==> src/rtl/tcg_pkg.sv <==
package tcg_pkg;

   localparam int MAX_COLS    = 256;
   localparam int MAX_ROWS    = 128;
   localparam int TAB_WIDTH   = 4;
   localparam int MAX_RESULTS = 4;
   localparam int CELL_PAST   = 32768;
   localparam int COL_SAT     = 511;
   localparam int QUEUE_DEPTH = 4;

   localparam int GRID_CAP  = MAX_COLS * MAX_ROWS;
   localparam int CELL_CAP  = (GRID_CAP < CELL_PAST) ? GRID_CAP : CELL_PAST;
   localparam int TAB_CELLS = (TAB_WIDTH < MAX_RESULTS) ? TAB_WIDTH : MAX_RESULTS;

   localparam int POS_W      = 32;
   localparam int LINES_W    = 20;
   localparam int COL_W      = 9;
   localparam int ROW_W      = 8;
   localparam int CELL_W     = 15;
   localparam int PTR_W      = CELL_W + 1;
   localparam int GLYPH_W    = 8;
   localparam int STYLE_W    = 2;
   localparam int KIND_W     = 2;
   localparam int BEAT_W     = $clog2(MAX_RESULTS + 1);
   localparam int TAB_CNT_W  = (TAB_WIDTH > 1) ? $clog2(TAB_WIDTH) : 1;
   localparam int CSR_IDX_W  = 2;
   localparam int CSR_DATA_W = 32;

   localparam logic [GLYPH_W-1:0] CHAR_NL  = 8'h0A;
   localparam logic [GLYPH_W-1:0] CHAR_TAB = 8'h09;

   localparam logic [STYLE_W-1:0] STYLE_NONE  = 2'b00;
   localparam logic [STYLE_W-1:0] STYLE_INV   = 2'b01;
   localparam logic [STYLE_W-1:0] STYLE_BLINK = 2'b10;

   localparam logic OP_TEXT = 1'b0;
   localparam logic OP_END  = 1'b1;

   typedef enum logic [CSR_IDX_W-1:0] {
      CSR_SCROLL_LINES = 2'd0,
      CSR_CURSOR_POS   = 2'd1,
      CSR_GRID_COLS    = 2'd2,
      CSR_GRID_ROWS    = 2'd3
   } csr_index_type;

   typedef enum logic [KIND_W-1:0] {
      KIND_GLYPH     = 2'd0,
      KIND_STYLE     = 2'd1,
      KIND_FRAME_END = 2'd2
   } kind_type;

   typedef struct packed {
      logic                is_end;
      kind_type            kind;
      logic [CELL_W-1:0]   addr;
      logic [BEAT_W-1:0]   count;
      logic [GLYPH_W-1:0]  glyph;
      logic [STYLE_W-1:0]  style;
      logic [POS_W-1:0]    first_pos;
      logic [POS_W-1:0]    end_pos;
   } tcg_job_type;

endpackage

==> src/rtl/tcg_ifs.sv <==
interface tcg_req_if;
   import tcg_pkg::*;
   logic               valid;
   logic               ready;
   logic               opcode;
   logic [GLYPH_W-1:0] byte_value;

   modport source (output valid, output opcode, output byte_value, input ready);
   modport sink (input valid, input opcode, input byte_value, output ready);
endinterface

interface tcg_rsp_if;
   import tcg_pkg::*;
   logic               valid;
   logic               ready;
   logic [KIND_W-1:0]  kind;
   logic [CELL_W-1:0]  cell_addr;
   logic [GLYPH_W-1:0] glyph_code;
   logic [STYLE_W-1:0] style_bits;
   logic [POS_W-1:0]   first_pos;
   logic [POS_W-1:0]   end_pos;
   logic               last_of_run;

   modport source (output valid, output kind, output cell_addr, output glyph_code,
                   output style_bits, output first_pos, output end_pos,
                   output last_of_run, input ready);
   modport sink (input valid, input kind, input cell_addr, input glyph_code,
                 input style_bits, input first_pos, input end_pos,
                 input last_of_run, output ready);
endinterface

==> src/rtl/tcg_front.sv <==
module tcg_front (
   input  logic                             clock,
   input  logic                             reset,
   input  logic                             csr_wr_en,
   input  logic [tcg_pkg::CSR_IDX_W-1:0]    csr_index,
   input  logic [tcg_pkg::CSR_DATA_W-1:0]   csr_wdata,
   tcg_req_if.sink                          req,
   input  logic                             q_full,
   output logic                             q_push,
   output tcg_pkg::tcg_job_type             q_job
);
   import tcg_pkg::*;

   typedef enum logic [1:0] {
      PH_SKIP,
      PH_BETWEEN,
      PH_INROW,
      PH_FULL
   } phase_type;

   localparam logic [PTR_W:0] CELL_PAST_X = (PTR_W + 1)'(CELL_PAST);
   localparam logic [COL_W:0] COL_SAT_X   = (COL_W + 1)'(COL_SAT);

   logic [LINES_W-1:0]   scroll_ff;
   logic [POS_W-1:0]     cursor_ff;
   logic [COL_W-1:0]     cols_ff;
   logic [ROW_W-1:0]     rows_ff;

   phase_type            phase_ff, phase_in;
   logic [POS_W-1:0]     bp_ff, bp_in;
   logic [LINES_W-1:0]   ls_ff, ls_in;
   logic [POS_W-1:0]     start_ff, start_in;
   logic [ROW_W-1:0]     row_ff, row_in;
   logic [COL_W-1:0]     col_ff, col_in;
   logic [TAB_CNT_W-1:0] tcol_ff, tcol_in;
   logic [PTR_W-1:0]     cp_ff, cp_in;

   logic [COL_W+ROW_W-1:0] grid_cells;
   logic [PTR_W-1:0]       lim;
   logic                   accept;
   logic                   at_cur;
   logic                   in_grid;
   logic [ROW_W:0]         end_row;
   logic [COL_W-1:0]       col_gap;
   logic [COL_W-1:0]       spaces;
   logic [PTR_W-1:0]       cell_room;

   function automatic logic [PTR_W-1:0] sat_cell(input logic [PTR_W:0] sum);
      sat_cell = (sum > CELL_PAST_X) ? PTR_W'(CELL_PAST) : sum[PTR_W-1:0];
   endfunction

   function automatic logic [COL_W-1:0] sat_col(input logic [COL_W:0] sum);
      sat_col = (sum > COL_SAT_X) ? COL_W'(COL_SAT) : sum[COL_W-1:0];
   endfunction

   assign grid_cells = cols_ff * rows_ff;
   assign lim = ((COL_W + ROW_W)'(CELL_CAP) < grid_cells) ? PTR_W'(CELL_CAP)
                                                          : PTR_W'(grid_cells);
   assign req.ready = !q_full;
   assign accept    = req.valid && !q_full;

   always_comb begin
      phase_in  = phase_ff;
      bp_in     = bp_ff;
      ls_in     = ls_ff;
      start_in  = start_ff;
      row_in    = row_ff;
      col_in    = col_ff;
      tcol_in   = tcol_ff;
      cp_in     = cp_ff;
      q_push    = 1'b0;
      at_cur    = 1'b0;
      in_grid   = 1'b0;
      col_gap   = '0;
      spaces    = '0;
      cell_room = '0;
      end_row   = '0;
      q_job           = '0;
      q_job.kind      = KIND_STYLE;
      q_job.count     = BEAT_W'(1);
      if (accept) begin
         if (req.opcode == OP_END) begin
            unique case (phase_ff)
               PH_SKIP:    end_row = '0;
               PH_BETWEEN: end_row = {1'b0, row_ff};
               PH_INROW:   end_row = {1'b0, row_ff} + 1'b1;
               PH_FULL:    end_row = {1'b0, rows_ff};
               default:    end_row = '0;
            endcase
            q_push          = 1'b1;
            q_job.is_end    = 1'b1;
            q_job.kind      = KIND_STYLE;
            q_job.addr      = cp_ff[CELL_W-1:0];
            q_job.style     = STYLE_INV;
            q_job.first_pos = (phase_ff == PH_SKIP) ? bp_ff : start_ff;
            q_job.end_pos   = bp_ff;
            if (bp_ff == cursor_ff && col_ff < cols_ff && end_row < {1'b0, rows_ff}
                && cp_ff < lim) begin
               q_job.count = BEAT_W'(2);
            end
            phase_in = PH_SKIP;
            bp_in    = '0;
            ls_in    = '0;
            start_in = '0;
            row_in   = '0;
            col_in   = '0;
            tcol_in  = '0;
            cp_in    = '0;
         end else begin
            if (phase_in == PH_SKIP) begin
               if (ls_ff < scroll_ff) begin
                  if (req.byte_value == CHAR_NL) begin
                     ls_in = ls_ff + 1'b1;
                  end
                  bp_in = bp_ff + 1'b1;
               end else begin
                  start_in = bp_ff;
                  row_in   = '0;
                  col_in   = '0;
                  tcol_in  = '0;
                  cp_in    = '0;
                  phase_in = PH_BETWEEN;
               end
            end
            if (phase_in == PH_INROW && col_in >= cols_ff) begin
               row_in   = row_in + 1'b1;
               phase_in = PH_BETWEEN;
            end
            if (phase_in == PH_BETWEEN) begin
               if (row_in >= rows_ff || cols_ff == '0) begin
                  phase_in = PH_FULL;
               end else begin
                  col_in   = '0;
                  tcol_in  = '0;
                  phase_in = PH_INROW;
               end
            end
            if (phase_in == PH_INROW) begin
               at_cur  = (bp_ff == cursor_ff);
               in_grid = (cp_in < lim);
               q_job.addr = cp_in[CELL_W-1:0];
               if (req.byte_value == CHAR_NL) begin
                  q_push      = at_cur && in_grid;
                  q_job.style = STYLE_INV | STYLE_BLINK;
                  col_gap     = cols_ff - col_in;
                  cp_in       = sat_cell({1'b0, cp_in} + (PTR_W + 1)'(col_gap));
                  row_in      = row_in + 1'b1;
                  phase_in    = PH_BETWEEN;
               end else if (req.byte_value == CHAR_TAB) begin
                  q_push      = at_cur && in_grid;
                  q_job.style = STYLE_INV | STYLE_BLINK;
                  cell_room   = lim - cp_in;
                  q_job.count = (cell_room < PTR_W'(TAB_CELLS)) ? BEAT_W'(cell_room)
                                                               : BEAT_W'(TAB_CELLS);
                  spaces      = COL_W'(TAB_WIDTH) - COL_W'(tcol_in);
                  cp_in       = sat_cell({1'b0, cp_in} + (PTR_W + 1)'(spaces));
                  col_in      = sat_col({1'b0, col_in} + (COL_W + 1)'(spaces));
                  tcol_in     = '0;
               end else begin
                  q_push      = in_grid;
                  q_job.kind  = KIND_GLYPH;
                  q_job.glyph = req.byte_value;
                  q_job.style = at_cur ? (STYLE_INV | STYLE_BLINK) : STYLE_NONE;
                  cp_in       = sat_cell({1'b0, cp_in} + (PTR_W + 1)'(1));
                  col_in      = sat_col({1'b0, col_in} + (COL_W + 1)'(1));
                  tcol_in     = (tcol_in == TAB_CNT_W'(TAB_WIDTH - 1)) ? '0
                                                                      : tcol_in + 1'b1;
               end
               bp_in = bp_ff + 1'b1;
            end
         end
      end
   end

   always_ff @(posedge clock) begin
      if (reset) begin
         scroll_ff <= '0;
         cursor_ff <= '0;
         cols_ff   <= COL_W'(80);
         rows_ff   <= ROW_W'(25);
         phase_ff  <= PH_SKIP;
         bp_ff     <= '0;
         ls_ff     <= '0;
         start_ff  <= '0;
         row_ff    <= '0;
         col_ff    <= '0;
         tcol_ff   <= '0;
         cp_ff     <= '0;
      end else begin
         if (csr_wr_en) begin
            unique case (csr_index_type'(csr_index))
               CSR_SCROLL_LINES: scroll_ff <= csr_wdata[LINES_W-1:0];
               CSR_CURSOR_POS:   cursor_ff <= csr_wdata[POS_W-1:0];
               CSR_GRID_COLS:    cols_ff   <= csr_wdata[COL_W-1:0];
               CSR_GRID_ROWS:    rows_ff   <= csr_wdata[ROW_W-1:0];
               default:          scroll_ff <= scroll_ff;
            endcase
         end
         phase_ff <= phase_in;
         bp_ff    <= bp_in;
         ls_ff    <= ls_in;
         start_ff <= start_in;
         row_ff   <= row_in;
         col_ff   <= col_in;
         tcol_ff  <= tcol_in;
         cp_ff    <= cp_in;
      end
   end

endmodule

==> src/rtl/tcg_queue.sv <==
module tcg_queue (
   input  logic                 clock,
   input  logic                 reset,
   input  logic                 push,
   input  tcg_pkg::tcg_job_type push_job,
   output logic                 full,
   input  logic                 pop,
   output tcg_pkg::tcg_job_type head_job,
   output logic                 empty
);
   import tcg_pkg::*;

   localparam int PTR_BITS = (QUEUE_DEPTH > 1) ? $clog2(QUEUE_DEPTH) : 1;
   localparam int CNT_BITS = $clog2(QUEUE_DEPTH + 1);

   tcg_job_type         slots [QUEUE_DEPTH];
   logic [PTR_BITS-1:0] wr_ptr_ff, wr_ptr_in;
   logic [PTR_BITS-1:0] rd_ptr_ff, rd_ptr_in;
   logic [CNT_BITS-1:0] count_ff, count_in;
   logic                do_push;
   logic                do_pop;

   function automatic logic [PTR_BITS-1:0] next_ptr(input logic [PTR_BITS-1:0] ptr);
      next_ptr = (ptr == PTR_BITS'(QUEUE_DEPTH - 1)) ? '0 : ptr + 1'b1;
   endfunction

   assign full     = (count_ff == CNT_BITS'(QUEUE_DEPTH));
   assign empty    = (count_ff == '0);
   assign head_job = slots[rd_ptr_ff];
   assign do_push  = push && !full;
   assign do_pop   = pop && !empty;

   always_comb begin
      wr_ptr_in = do_push ? next_ptr(wr_ptr_ff) : wr_ptr_ff;
      rd_ptr_in = do_pop ? next_ptr(rd_ptr_ff) : rd_ptr_ff;
      count_in  = count_ff;
      if (do_push && !do_pop) begin
         count_in = count_ff + 1'b1;
      end else if (do_pop && !do_push) begin
         count_in = count_ff - 1'b1;
      end
   end

   always_ff @(posedge clock) begin
      if (reset) begin
         wr_ptr_ff <= '0;
         rd_ptr_ff <= '0;
         count_ff  <= '0;
      end else begin
         wr_ptr_ff <= wr_ptr_in;
         rd_ptr_ff <= rd_ptr_in;
         count_ff  <= count_in;
      end
   end

   always_ff @(posedge clock) begin
      if (do_push) begin
         slots[wr_ptr_ff] <= push_job;
      end
   end

endmodule

==> src/rtl/tcg_back.sv <==
module tcg_back (
   input  logic                 clock,
   input  logic                 reset,
   input  tcg_pkg::tcg_job_type head_job,
   input  logic                 empty,
   output logic                 pop,
   tcg_rsp_if.source            rsp
);
   import tcg_pkg::*;

   logic                valid_ff;
   logic [BEAT_W-1:0]   beat_ff, beat_in;
   logic [KIND_W-1:0]   kind_ff, kind_in;
   logic [CELL_W-1:0]   cell_ff, cell_in;
   logic [GLYPH_W-1:0]  glyph_ff, glyph_in;
   logic [STYLE_W-1:0]  style_ff, style_in;
   logic [POS_W-1:0]    first_ff, first_in;
   logic [POS_W-1:0]    end_ff, end_in;
   logic                last_ff, last_in;
   logic                load;

   assign load    = !empty && (!valid_ff || rsp.ready);
   assign last_in = (beat_ff == head_job.count - 1'b1);
   assign pop     = load && last_in;

   always_comb begin
      beat_in = beat_ff;
      if (load) begin
         beat_in = last_in ? '0 : beat_ff + 1'b1;
      end
      if (head_job.is_end && last_in) begin
         kind_in  = KIND_FRAME_END;
         cell_in  = '0;
         glyph_in = '0;
         style_in = STYLE_NONE;
         first_in = head_job.first_pos;
         end_in   = head_job.end_pos;
      end else begin
         kind_in  = head_job.kind;
         cell_in  = head_job.addr + CELL_W'(beat_ff);
         glyph_in = head_job.glyph;
         style_in = head_job.style;
         first_in = '0;
         end_in   = '0;
      end
   end

   always_ff @(posedge clock) begin
      if (reset) begin
         valid_ff <= 1'b0;
         beat_ff  <= '0;
      end else begin
         beat_ff <= beat_in;
         if (load) begin
            valid_ff <= 1'b1;
         end else if (rsp.ready) begin
            valid_ff <= 1'b0;
         end
      end
   end

   always_ff @(posedge clock) begin
      if (load) begin
         kind_ff  <= kind_in;
         cell_ff  <= cell_in;
         glyph_ff <= glyph_in;
         style_ff <= style_in;
         first_ff <= first_in;
         end_ff   <= end_in;
         last_ff  <= last_in;
      end
   end

   assign rsp.valid       = valid_ff;
   assign rsp.kind        = kind_ff;
   assign rsp.cell_addr   = cell_ff;
   assign rsp.glyph_code  = glyph_ff;
   assign rsp.style_bits  = style_ff;
   assign rsp.first_pos   = first_ff;
   assign rsp.end_pos     = end_ff;
   assign rsp.last_of_run = last_ff;

endmodule

==> src/rtl/text_to_cell_grid_layout.sv <==
// Lays a text byte stream into a character cell grid and emits cell writes, style
// marks and a frame-end record. One request is taken per clock; a request whose
// results wait behind the output does not stall input until the four-entry job
// queue fills. Results leave at one per clock from the output register while
// the receiver is ready; a cursor tab gives up to four style marks and an end
// request with a cursor mark gives two results. The first result of a request
// passes through the job queue and then the output register. Configuration
// takes effect on the clock after the write.
module text_to_cell_grid_layout (
   input  logic                           clock,
   input  logic                           reset,
   input  logic                           csr_wr_en,
   input  logic [tcg_pkg::CSR_IDX_W-1:0]  csr_index,
   input  logic [tcg_pkg::CSR_DATA_W-1:0] csr_wdata,
   tcg_req_if.sink                        req_bus,
   tcg_rsp_if.source                      rsp_bus
);
   import tcg_pkg::*;

   tcg_job_type push_job;
   tcg_job_type head_job;
   logic        q_push;
   logic        q_full;
   logic        q_pop;
   logic        q_empty;

   tcg_front u_front (
      .clock     (clock),
      .reset     (reset),
      .csr_wr_en (csr_wr_en),
      .csr_index (csr_index),
      .csr_wdata (csr_wdata),
      .req       (req_bus),
      .q_full    (q_full),
      .q_push    (q_push),
      .q_job     (push_job)
   );

   tcg_queue u_queue (
      .clock    (clock),
      .reset    (reset),
      .push     (q_push),
      .push_job (push_job),
      .full     (q_full),
      .pop      (q_pop),
      .head_job (head_job),
      .empty    (q_empty)
   );

   tcg_back u_back (
      .clock    (clock),
      .reset    (reset),
      .head_job (head_job),
      .empty    (q_empty),
      .pop      (q_pop),
      .rsp      (rsp_bus)
   );

endmodule

==> src/flat_wrapper.sv <==
// flat-port wrapper written by rule: the top's interface ports become plain ports
module text_to_cell_grid_layout_flat import tcg_pkg::*;
  (clock, reset, csr_wr_en, csr_index, csr_wdata, req_bus_valid, req_bus_opcode, req_bus_byte_value, req_bus_ready, rsp_bus_valid, rsp_bus_kind, rsp_bus_cell_addr, rsp_bus_glyph_code, rsp_bus_style_bits, rsp_bus_first_pos, rsp_bus_end_pos, rsp_bus_last_of_run, rsp_bus_ready);
  tcg_req_if req_bus_i ();
  tcg_rsp_if rsp_bus_i ();
  input  logic clock;
  input  logic reset;
  input  logic csr_wr_en;
  input  logic [tcg_pkg::CSR_IDX_W-1:0] csr_index;
  input  logic [tcg_pkg::CSR_DATA_W-1:0] csr_wdata;
  input wire logic [$bits(req_bus_i.valid)-1:0] req_bus_valid;
  input wire logic [$bits(req_bus_i.opcode)-1:0] req_bus_opcode;
  input wire logic [$bits(req_bus_i.byte_value)-1:0] req_bus_byte_value;
  output wire logic [$bits(req_bus_i.ready)-1:0] req_bus_ready;
  output wire logic [$bits(rsp_bus_i.valid)-1:0] rsp_bus_valid;
  output wire logic [$bits(rsp_bus_i.kind)-1:0] rsp_bus_kind;
  output wire logic [$bits(rsp_bus_i.cell_addr)-1:0] rsp_bus_cell_addr;
  output wire logic [$bits(rsp_bus_i.glyph_code)-1:0] rsp_bus_glyph_code;
  output wire logic [$bits(rsp_bus_i.style_bits)-1:0] rsp_bus_style_bits;
  output wire logic [$bits(rsp_bus_i.first_pos)-1:0] rsp_bus_first_pos;
  output wire logic [$bits(rsp_bus_i.end_pos)-1:0] rsp_bus_end_pos;
  output wire logic [$bits(rsp_bus_i.last_of_run)-1:0] rsp_bus_last_of_run;
  input wire logic [$bits(rsp_bus_i.ready)-1:0] rsp_bus_ready;
  assign req_bus_i.valid = req_bus_valid;
  assign req_bus_i.opcode = req_bus_opcode;
  assign req_bus_i.byte_value = req_bus_byte_value;
  assign req_bus_ready = req_bus_i.ready;
  assign rsp_bus_valid = rsp_bus_i.valid;
  assign rsp_bus_kind = rsp_bus_i.kind;
  assign rsp_bus_cell_addr = rsp_bus_i.cell_addr;
  assign rsp_bus_glyph_code = rsp_bus_i.glyph_code;
  assign rsp_bus_style_bits = rsp_bus_i.style_bits;
  assign rsp_bus_first_pos = rsp_bus_i.first_pos;
  assign rsp_bus_end_pos = rsp_bus_i.end_pos;
  assign rsp_bus_last_of_run = rsp_bus_i.last_of_run;
  assign rsp_bus_i.ready = rsp_bus_ready;
  text_to_cell_grid_layout u_core (.clock(clock), .reset(reset), .csr_wr_en(csr_wr_en), .csr_index(csr_index), .csr_wdata(csr_wdata), .req_bus(req_bus_i), .rsp_bus(rsp_bus_i));
endmodule
==> config.mk <==
export PLATFORM = sky130hd
export DESIGN_NAME = text_to_cell_grid_layout_flat
export DESIGN_NICKNAME = d
export VERILOG_FILES = /design/src/rtl/tcg_pkg.sv /design/src/rtl/tcg_ifs.sv /design/src/rtl/tcg_front.sv /design/src/rtl/tcg_queue.sv /design/src/rtl/tcg_back.sv /design/src/rtl/text_to_cell_grid_layout.sv /design/src/flat_wrapper.sv
export SDC_FILE = /design/constraint.sdc
export NUM_CORES = 1
export LEC_CHECK = 0
export BUFFER_PORTS_ARGS = -buffer_cell sky130_fd_sc_hd__buf_2
export CORE_MARGIN = 5
export CORE_UTILIZATION = 30
export CTS_CLUSTER_DIAMETER = 120
export DETAILED_ROUTE_END_ITERATION = 12
export GPL_TIMING_DRIVEN = 0
export SETUP_SLACK_MARGIN = 0.5
export SYNTH_ARGS = -nofsm -noshare
export SYNTH_HDL_FRONTEND = slang
export SYNTH_SLANG_ARGS = --single-unit
==> constraint.sdc <==
create_clock -name clock -period 11.9 [get_ports clock]
set_input_delay 3.57 -clock clock [delete_from_list [all_inputs] [get_ports clock]]
set_output_delay 3.57 -clock clock [all_outputs]
set_load 0.1 [all_outputs]
==> Word level (Yosys, flattened, before mapping) <==
Memories as Yosys holds them, arrays and structs flattened. A register that Yosys moved wholly into a read port is not among the register bits.
Index checks and enable logic that the tools add are counted.
{ "totals": {"register_bits": 293, "latch_bits": 0, "mem_bits_rw": 380, "romBits": 0, "elab_cells": 226, "mem_count": 1} }
{ "mem_list": {"columns": ["name", "depth", "width", "rd", "rd_clocked_by_memory_dff", "wr", "line", "rtl"], "rows": [
  ["u_core.u_queue.slots", 4, 95, 1, 1, 1, "tcg_queue.sv:16", "tcg_job_type slots [QUEUE_DEPTH];"]
]} }
{ "classes": {"addsub": 21, "mul": 1, "n_div": 0, "n_lt_le_gt_ge": 14, "eq_ne": 18, "n_shift": 0, "n_mux": 109, "bitwise": 0, "n_reduce_logical": 38} }
{ "ops": {"columns": ["op", "count"], "rows": [
  ["two-way mux 32 bit", 8],
  ["two-way mux 16 bit", 12],
  ["two-way mux 9 bit", 16],
  ["two-way mux 20 bit", 5],
  ["two-way mux 8 bit", 12],
  ["two-way mux 95 bit", 1],
  ["two-way mux 2 bit", 33],
  ["two-way mux 64 bit", 1],
  ["> comparator 17 x 16 -> 1 bit (second input constant)", 3],
  ["one-hot mux 9 bit (4 select lines)", 1],
  ["adder 16 x 9 -> 17 bit", 2],
  ["adder 32 x 1 -> 32 bit (second input constant)", 1],
  ["== test 32 bit", 1],
  ["< comparator 16 bit", 2],
  ["two-way mux 29 bit", 1],
  ["adder 20 x 1 -> 20 bit (second input constant)", 1],
  ["> comparator 10 x 9 -> 1 bit (second input constant)", 2],
  ["< comparator 20 bit", 1],
  ["== test 2 bit (second input constant)", 9],
  ["adder 16 x 1 -> 17 bit (second input constant)", 1],
  ["< comparator 16 x 17 -> 1 bit (first input constant)", 1],
  ["multiplier 9 x 8 -> 17 bit", 1],
  ["adder 8 x 1 -> 8 bit (second input constant)", 2],
  ["== test 8 x 4 -> 1 bit (second input constant)", 2],
  ["other kinds (33)", 82]
]} }

==> Logic depth before layout (Yosys ltp) <==
{ "depth": {"ltp_word": 25, "mapped_depth": 49} }

==> Cells and area by module <==
A second synthesis with hierarchy kept.
{ "unflattened": {"cells_unflattened": 3145, "hier_area_um2": 35165.0} }
{ "by_module_without_submodules": {"columns": ["module", "instances", "cells_per_inst", "area_per_inst_um2"], "rows": [
  ["tcg_front", 1, 2327, 16975.0],
  ["tcg_queue", 1, 547, 14222.4],
  ["tcg_back", 1, 271, 3967.6]
]} }

==> Worst setup path before layout <==
Ideal clock, no wire load.
{ "synth_timing": {"path_kind": "input to register", "start": "input port rsp_bus_ready", "end": "register u_core.u_queue.count_ff[2]", "setup_ns": 0.070, "t_arrival_ns": 9.841, "setup_slack_ns": 1.989, "stages": 10, "n_path_buf": 0, "path_cell_list": "inv_1 -> a21oi_1 -> and2_1 -> inv_1 -> ha_1 -> inv_1 -> fa_1 -> xor2_1 -> or3_1 -> a21oi_1"} }
{ "synth_via": {"elab_chain_cells": 7, "word_cells_on_any_way": 9, "classes_between": "mux: 1; reduce/logical: 8"} }
{ "synth_rtl": {"columns": ["item", "line", "rtl"], "rows": [
  ["start, declared", "flat_wrapper.sv:23", "input wire logic [$bits(rsp_bus_i.ready)-1:0] rsp_bus_ready;"],
  ["logical OR 1 bit *", "tcg_back.sv:22", "assign load = !empty && (!valid_ff || rsp.ready);"],
  ["logical AND 1 bit *", "tcg_back.sv:22", null],
  ["named net u_core.u_back.load", "tcg_back.sv:20", "logic load;"],
  ["logical AND 1 bit *", "tcg_back.sv:24", "assign pop = load && last_in;"],
  ["logical AND 1 bit *", "tcg_queue.sv:31", "assign do_pop = pop && !empty;"],
  ["zero test 1 bit", "tcg_queue.sv:37", "if (do_push && !do_pop) begin"],
  ["logical AND 1 bit", "tcg_queue.sv:37", null],
  ["two-way mux 3 bit or nonzero test 2 bit (tied branches)", null, null],
  ["end signal, assigned", "tcg_queue.sv:52", "count_ff <= count_in;"],
  ["end, declared", "tcg_queue.sv:19", "logic [CNT_BITS-1:0] count_ff, count_in;"]
]} }
Mark *: on every way through the listed nets, which the timed path passes. The rest lies on a longest branch.
A chain may end at the register's enable or synchronous reset.

==> Worst setup path in the final report <==
{ "layout_timing": {"start": "register u_core.u_front.ls_ff[9]", "end": "register u_core.u_front.cp_ff[5]"} }
{ "layout_via": {"elab_chain_cells": 24, "word_cells_on_any_way": 60, "classes_between": "add/sub: 6; order compare: 6; eq/ne: 3; mux: 43; reduce/logical: 2"} }
{ "layout_rtl": {"columns": ["item", "line", "rtl"], "rows": [
  ["start, declared", "tcg_front.sv:31", "logic [LINES_W-1:0] ls_ff, ls_in;"],
  ["start signal, assigned", "tcg_front.sv:201", "ls_ff <= ls_in;"],
  ["< comparator 20 bit *", "tcg_front.sv:111", "if (ls_ff < scroll_ff) begin"],
  ["branches (longest 21 deep; another with >= comparator 9 bit)", null, null],
  ["two-way mux 16 bit *", "tcg_front.sv:138", "if (phase_in == PH_INROW) begin"],
  ["two-way mux 16 bit *", "tcg_front.sv:82", "if (req.opcode == OP_END) begin"],
  ["end signal, assigned", "tcg_front.sv:206", "cp_ff <= cp_in;"],
  ["end, declared", "tcg_front.sv:36", "logic [PTR_W-1:0] cp_ff, cp_in;"]
]} }
Mark *: on every way between the ends. The select of a mux whose other input is x is not followed.

==> impl_results.md <==
- Status: finished clean
- Nets: approximately 3700
- Synth cell types: 102
- #FFs+latches synth: between 600 and 700
- Via count: approximately 26000
- Cell with the largest stage delay on the worst path: a211oi_4
- CP most frequent cell: a21oi_1
- Arr. time, crit path: roughly 11 ns
- Power Internal: between 4 and 5 mW
- Vias/cell: ~5.1
- Num ports: 142
- Placed wire-length estimate: between 70000 and 80000 um
- Leak Pwr: about 15 nW
- Avg Inst Size Synth: 11.1 um^2
- Worst Setup End Kind: register
- Worst Hold Class: register to register
- Synth-to-layout area growth: 15.4%
- Fmax: ~93 MHz
- Worst-Skew Late Latency: between 0.6 and 0.7 ns
- Hold path cells: 2
- Hold Buf Count CTS: 0
- Synthesized Nets: between 3000 and 4000
- Crit Path Class: register to register
- Pin count of the biggest net entering global routing: 56
- Main flop type after synthesis: edfxtp_1
- DIE HEIGHT: around 350 um
- Clock Skews: about 0.049 ns
- Share of cells above drive strength 1: between 10% and 20%
- Clock period minus final worst setup slack: between 10 and 15 ns
- Maximum VDD drop: between 0.2 and 0.25 mV
- Post-synth EDFFs: between 400 and 500
- Fraction of the cycle the final worst path needs: 90.4%
- Clk buf depth: 3
- Worst Path Required: between 10 and 15 ns
- Gr usage total: roughly 16%
- FFs w/ async S/R, synth: 0%
- Final Hold Fails: 0
- # setup viols final: 0
- Grt total ovfl: 0
- DR WL/cell: around 21 um
- Clk pwr share: 28.4%
- Reg clk slew, reported paths: around 0.060 ns
- Actual slew at the worst max-slew pin: 1.40 ns
- Relative slew slack: 5.94%
- Final Max Slew Viols: 0
- Total CTS buffers: 72
- Max FO, Critical Path: 10
- Switching Share: between 40% and 50%
- Sequential fraction of the synthesis area: between 50% and 60%
- Routed Antenna Nets: 0
- Vias in the first global route: 24900
- Initial core utilization: 30.3%
- H-tree levels: 3
- Number of remaining DRC errors: 0
- Finished Cell Area: ~0.04 mm^2
- Root Buffer: clkbuf_16
- Cell Area, Synth: around 0.035 mm^2
- Initial antenna violation count: 25
- Port bufs: 140
- Logic pwr share: between 30% and 40%
- Commonest cells after routing, fill and taps aside: edfxtp_1, nand2_1, nor2_1
- Drt pass-1 iters: 6
- Sw Pwr: 3.29 mW
- Sequential share of power: 36.6%
- Yosys Warn Count: 0
- Max cap viols: 0
- RSZ-0062 raised after global routing: no
- Critical path's largest stage delay: roughly 0.45 ns
- CTS tree: built
- Cells after Synth: 3183
- RePlAce Congestion: 0.933
- WL final: roughly 100000 um
- Placed Instance Area: 0.0381 mm^2
- Die width: approximately 350 um
- CP Launch Type: register
- First-pass GRT wire length: roughly 160000 um
- Most common cell after layout, fill and taps aside: edfxtp_1
- Final TNS setup: 0 ns
- Pwr per Cell Area: around 200 mW/mm^2
- R2R cell count: between 40 and 50
- Row count: between 100 and 150
- Fill cells: ~12000
- Core area: 0.117 mm^2
- DRT iter0 DRCs: ~2500
- Die area: 0.125 mm^2
- Clock sinks: roughly 670
[routing by layer]
metal / vias up / wire length, um / global-route usage [%]
li1: 11900 / - / -
met1: 12500 / 44800 / 21.9
met2: 910 / 46300 / 25.3
met3: 163 / 8710 / 3.75
met4: 20 / 2750 / 4.86
met5: - / 110 / 0
[cell type report]
type	count	area (um^2)	area share [%]
tap	1524	1910	4.68
buffer	189	790	1.94
clock buffer	85	1890	4.64
sequential	671	18100	44.4
multi-input combinational	2144	15800	38.8
inverter	179	672	1.65
timing repair buffer	155	941	2.31
antenna	10	25.0	0.0614
clock inverter	49	611	1.50
[registers in the layout, summed over array words and instances, names as in the netlist, 15 cells and up, named ones only]
name,flops
u_core.u_queue.slots,376
u_core.u_back.rsp.end_pos,32
u_core.u_back.rsp.first_pos,32
u_core.u_front.bp_ff,32
u_core.u_front.cursor_ff,32
u_core.u_front.start_ff,32
u_core.u_front.ls_ff,20
u_core.u_front.scroll_ff,20
u_core.u_front.cp_ff,16
u_core.u_back.rsp.cell_addr,15
[power by group through the flow]
| stage | Combinational (mW) | Clock, mW | Sequential (mW) |
|---|---|---|---|
| finish | 2.86 | 2.32 | 2.98 |
| global route | 3.02 | 2.47 | 3.01 |
| CTS | 2.89 | 2.37 | 2.99 |
| detailed placement | 2.87 | 0 | 3.04 |
| global placement | 2.81 | 0 | 3.12 |
| floorplan | 1.01 | 0 | 4.27 |
[synth_stat cells, drive strengths merged (8+ instances only)]
library cell,instances,area [um^2]
nor2,246,923
nor3b,13,97.6
nand2,398,1490
or3,12,75.1
nor4,27,211
o21ai,99,510
and4,11,98.8
o21a,14,105
mux4,93,2090
nand4,42,263
o211ai,14,110
a21oi,199,1010
a31oi,11,68.8
a22oi,46,345
nand3,73,375
and3,67,419
o2111ai,11,120
a211oi,16,153
and2,113,712
nor3,53,287
inv,175,657
fa,49,981
buf,37,204
xnor2,113,990
o22ai,14,87.6
clkbuf,151,567
ha,162,2030
dfxtp,203,4060
o31ai,11,101
nor2b,12,75.1
a2111oi,8,88.8
or2,9,56.3
edfxtp,468,14100
a22o,8,70.1
mux2i,12,120
xor2,57,499
a21o,17,128
nand2b,15,93.8
[cell families after synthesis]
| group | Yosys count | synth area share [%] |
|---|---|---|
| buffers and inverters | 368 | 4.11 |
| and+or+nand+nor | 1114 | 15.2 |
| AOI/OAI and AO/OA | 537 | 10.1 |
| adders and majority gates | 211 | 8.52 |
| DFF | 671 | 51.3 |
| xor gates and xnor gates | 170 | 4.22 |
| muxes | 112 | 6.50 |
[worst max-delay path, delay by kind of cell, from the launching register on]
family          cells  cell delay [ns]
xor+xnor            3             0.66
simple gates       12             1.93
fa+ha+maj           5             1.69
compound gates     20             4.15
flops               1             0.39
buf+inv             8             1.87
[timing repair]
action,4_1_cts,5_1_grt
setup endpoints to repair,15,15
pin swaps,3,2
setup buffers,3,4
cloned,0,0
gates resized for setup,5,8
[through the flow]
stage / utilization [%] / hold slack [ns] / worst slack (ns) / total power, mW / instances
after global routing: 35.0 / 0.473 / 0.531 / 8.50 / 4999
after global placement: 32.5 / 0.438 / -0.766 / 5.93 / 4847
after CTS: 34.9 / 0.454 / 0.780 / 8.25 / 4992
after detailed placement: 32.7 / 0.445 / -0.283 / 5.91 / 4855
after floorplan: - / 0.432 / 1.99 / 5.28 / 3183
final: 35.0 / 0.453 / 1.14 / 8.16 / 5006
[path summary, 6_finish.rpt]
path | from | to | slack, ns
hold reg to reg | u_core.u_front.scroll_ff[9] | u_core.u_front.scroll_ff[9] | 0.45
setup reg to reg | u_core.u_front.ls_ff[9] | u_core.u_front.cp_ff[5] | 1.14
setup / recovery | u_core.u_front.ls_ff[9] | u_core.u_front.cp_ff[5] | 1.14
hold / removal | u_core.u_front.scroll_ff[9] | u_core.u_front.scroll_ff[9] | 0.45
Power figures use the tool's default switching activity.
